## src/rtl/pcms_pkg.sv

```systemverilog
// ----------------------------------------------------------------------------
// pcms_pkg
// shared types and constants of the pixel configuration matrix store
// ----------------------------------------------------------------------------
package pcms_pkg;

	// default side of the square pixel matrix
	localparam int MATRIX_SIDE_DEF = 256;

	localparam int WORD_W = 32;
	localparam int BYTE_W = 8;

	// item function codes
	typedef enum logic [2:0] {
		FUNC_LOAD     = 3'd0,
		FUNC_SET_TEST = 3'd1,
		FUNC_SET_MASK = 3'd2,
		FUNC_SET_THR  = 3'd3,
		FUNC_RD_PIXEL = 3'd4,
		FUNC_RD_WORD  = 3'd5
	} func_t;

	// operation carried into the lane update
	typedef struct packed {
		func_t             func;
		logic [1:0]        lane;
		logic [BYTE_W-1:0] value;
	} op_t;

	// fields of one pixel byte
	typedef struct packed {
		logic              test_bit;
		logic              mask_bit;
		logic [3:0]        threshold_adjust;
		logic [BYTE_W-1:0] pixel_byte;
	} pix_t;

endpackage

```

## src/rtl/pcms_lane.sv

```systemverilog
// ----------------------------------------------------------------------------
// pcms_lane
// byte lane extract and read-modify-write merge for one packed word
// ----------------------------------------------------------------------------
module pcms_lane (
	input  logic [pcms_pkg::WORD_W-1:0] word,
	input  pcms_pkg::op_t               op,
	input  logic                        fmt,
	output logic [pcms_pkg::WORD_W-1:0] new_word,
	output pcms_pkg::pix_t              pix
);
	import pcms_pkg::*;

	// bit reversal of a nibble
	localparam logic [3:0] NIBBLE_REV [16] = '{
		4'd0, 4'd8, 4'd4, 4'd12, 4'd2, 4'd10, 4'd6, 4'd14,
		4'd1, 4'd9, 4'd5, 4'd13, 4'd3, 4'd11, 4'd7, 4'd15
	};

	logic [4:0]        sh;
	logic [BYTE_W-1:0] old_byte;
	logic [BYTE_W-1:0] upd_byte;
	logic [WORD_W-1:0] lane_mask;

	assign sh        = {op.lane, 3'b000};
	assign old_byte  = BYTE_W'(word >> sh);
	assign lane_mask = WORD_W'({BYTE_W{1'b1}}) << sh;

	always_comb begin
		case (op.func)
			FUNC_LOAD: begin
				if (fmt) begin
					upd_byte = {2'b00, op.value[5], NIBBLE_REV[op.value[4:1]], op.value[0]};
				end else begin
					upd_byte = op.value;
				end
			end
			FUNC_SET_TEST: upd_byte = {old_byte[7:6], |op.value, old_byte[4:0]};
			FUNC_SET_MASK: upd_byte = {old_byte[7:1], |op.value};
			FUNC_SET_THR:  upd_byte = {old_byte[7:5], op.value[3:0], old_byte[0]};
			default:       upd_byte = old_byte;
		endcase
	end

	assign new_word = (word & ~lane_mask) | (WORD_W'(upd_byte) << sh);

	assign pix.test_bit         = old_byte[5];
	assign pix.mask_bit         = old_byte[0];
	assign pix.threshold_adjust = old_byte[4:1];
	assign pix.pixel_byte       = old_byte;

endmodule

```

## config.mk

```make
export PLATFORM = sky130hd
export DESIGN_NAME = pcms_lane
export DESIGN_NICKNAME = d
export VERILOG_FILES = /design/src/rtl/pcms_pkg.sv /design/src/rtl/pcms_lane.sv
export SDC_FILE = /design/constraint.sdc
export NUM_CORES = 1
export LEC_CHECK = 0
export BUFFER_PORTS_ARGS = -buffer_cell sky130_fd_sc_hd__buf_2
export CORE_MARGIN = 2
export CORE_UTILIZATION = 40
export DETAILED_ROUTE_END_ITERATION = 10
export PLACE_DENSITY = 0.89
export SYNTH_ARGS = -nofsm -noshare
export SYNTH_HDL_FRONTEND = slang
export SYNTH_SLANG_ARGS = --single-unit
```

## constraint.sdc

```tcl
create_clock -name vclk -period 2.4
set_input_delay 0 -clock vclk [all_inputs]
set_output_delay 0 -clock vclk [all_outputs]
set_load 0.03 [all_outputs]
```

==> metrics.md <==
| Metric | Value |
|---|---|
| Syn nets | `144` |
| Minimum clock period | `1.41 ns` |
| Routed WL per cell | `14.9 um` |
| Sequential-to-total area share from yosys stat | `0%` |
| Final WL | `3.03 mm` |
| Layout clock buffer count | `0` |
| FF+latch count | `0` |
| Fin area | `1310 um^2` |
| Starting Density | `41.6%` |
| First-pass GRT wire length | `4.58 mm` |
| Met3 WL | `176 um` |
| Fin Hold WS | `0.374 ns` |
| Vias in the first global route | `1,125` |
| Worst setup endpoint | `new_word[12]` |
| Slew HR | `61.8%` |
| Post-DP HPWL | `2.61 mm` |
| Placed inst area | `1310 um^2` |
| Sw Ratio | `63.5%` |
| Grt total ovfl | `0` |
| Post-synth top area cell | `mux4_2` |
| Highest routed layer | `met4` |
| CTS Hold Bufs | `0` |
| CP startpoint | `op[8]` |
| M1 WL | `1.16 mm` |
| Synth Warn # | `0` |
| DP Cell Count | `204` |
| WP depth | `5` |
| Top-area cell type share of the netlist area | `20.0%` |
| Setup total negative slack | `0 ns` |
| Unrepaired setup endpoints after global routing | `false` |
| Lkg Pwr | `0.607 nW` |
| Hold Violations, Final | `0` |
| Rows | `17` |
| Crit-path max cell delay | `0.38 ns` |
| I/O pin total | `92` |
| Largest net degree at the start of global routing | `19` |
| Critical path required time | `2.40 ns` |
| Number of max-cap violations | `0` |
| DR vias | `1,166` |
| DRT Pass-1 Iters | `4` |
| CP Cell Sequence | `buf_2 -> nand2b_1 -> nor3_1 -> o22a_1 -> buf_2` |
| FMAX | `710 MHz` |
| Clk pwr share | `0%` |
| Finished Layout Cells | `204` |
| Initial DRC Count | `14` |
| Avg Inst Size Synth | `9.21 um^2` |
| Final Cycle Share | `58.7%` |
| CP Class | `in2out` |
| Worst EP arrival | `1.41 ns` |
| Run status | `finished, final reports clean` |
| Register area | `0 um^2` |
| Post-synth cell types | `29` |
| Most frequent cells in the layout | `buf_2, mux2_2, o22a_1` |
| Setup Viol. Count Final | `0` |
| Routed Antenna Nets | `0` |
| GRT Util Overall | `21.7%` |
| Maximum fanout along the worst path | `18` |
| Dominant cells by area after synthesis | `mux4_2, mux2_2, o22a_1` |
| Crit end category | `output port` |
| Area Growth Syn to Fin | `44.7%` |
| Number of diodes | `0` |
| Peak VDD IR | `0.000148 V` |
| DIE AREA | `2650 um^2` |
| Initial antenna violation count | `0` |
| Area of the multi-input gates | `810 um^2` |
| GPL Wtd Cong | `0.711` |
| Seq pwr share | `0%` |
| Net Switching | `0.000233 W` |
| Crit start category | `input port` |
| Chip Height | `51.5 um` |
| Final Max Tran Viols | `0` |
| Pwr Density | `281 nW/um^2` |
| Met2 routed WL | `1.64 mm` |
| Number of filler cells placed in the layout | `215` |
| Die W | `51.5 um` |
| Residual DRC | `0` |
| Mapped Cells | `98` |
| Mapped Area | `902 um^2` |
| Internal power | `0.000134 W` |
| Core Util, Final | `60.1%` |
| Total Nets Final | `224` |
| Worst Max-Slew Pin Slew | `0.573 ns` |
| Vias per inst | `5.72` |
| # port buffers | `92` |
| Cell family with most CP delay | `simple AND/OR/NAND/NOR gates` |
| CP max-delay cell | `nor3_1` |
| Core area | `2170 um^2` |
| Post-CTS Resized | `0` |
| Fraction of layout cells with a size suffix above 1 | `70.5%` |
| Commonest non-fill, non-tap cell in the layout | `buf_2` |
| Hold Crit Class | `in2out` |
| CP Buf/Inv Count | `2` |
| Combinational power share | `100.0%` |
| Most used cell, CP | `buf_2` |
| Post-CTS Setup Bufs | `0` |
cell type report:
cell class,instances,area share [%]
timing repair buffer,92,35.3
multi-input combinational,84,62.0
tap,28,2.68
cell families after synthesis:
logic type	share of synthesized area (%)
mux	39.4
compound gates	27.9
simple gates	21.5
buf+inv	10.3
xor+xnor	0.971
synth_stat cells:
master	instances
or2_1	1
nand3b_1	1
o22a_1	12
mux2_2	12
a2111oi_2	1
buf_4	7
a32o_1	1
xor2_1	1
mux2i_1	4
nor2_1	4
and4bb_2	1
nor3_1	7
nand2_1	7
nor3_4	1
buf_6	1
nand3_1	1
nand2b_1	2
nor4_1	2
nand3_2	1
nor2b_1	4
a22o_1	3
clkbuf_1	1
clkbuf_2	1
a21oi_1	2
nor3_2	1
o22a_2	4
mux4_2	8
a2bb2oi_2	3
buf_2	4
worst min-delay path by stage:
| stage | start | end | slack, ns | cells after the start |
|---|---|---|---|---|
| 6_report | word[10] | new_word[10] | 0.37 | 3 |
| 5_1_grt | word[2] | new_word[2] | 0.39 | 3 |
| 4_1_cts | word[10] | new_word[10] | 0.38 | 3 |
| 3_5_place_dp | word[10] | new_word[10] | 0.37 | 3 |
| 3_3_place_gp | word[20] | new_word[20] | 0.37 | 3 |
| 2_1_floorplan | word[27] | new_word[27] | 0.20 | 1 |
per-stage QoR:
step	worst slack (ns)	total power, W
after floorplan	1.11	0.000269
after global placement	1.01	0.000363
after detailed placement	0.964	0.000367
after CTS	0.961	0.000368
after global routing	0.758	0.000389
final	0.991	0.000367
per-layer routing:
metal	vias to the layer above	track usage (%)
li1	558	-
met1	551	25.7
met2	51	42.9
met3	6	0.575
met4	0	4.39
met5	-	0
power by group through the flow:
stage	Clock [W]	Sequential [W]	Combinational [W]
after global placement	0	0	0.000363
after floorplan	0	0	0.000269
final	0	0	0.000367
after global routing	0	0	0.000389
after detailed placement	0	0	0.000367
after CTS	0	0	0.000368
(Power assumes the default switching activity.)
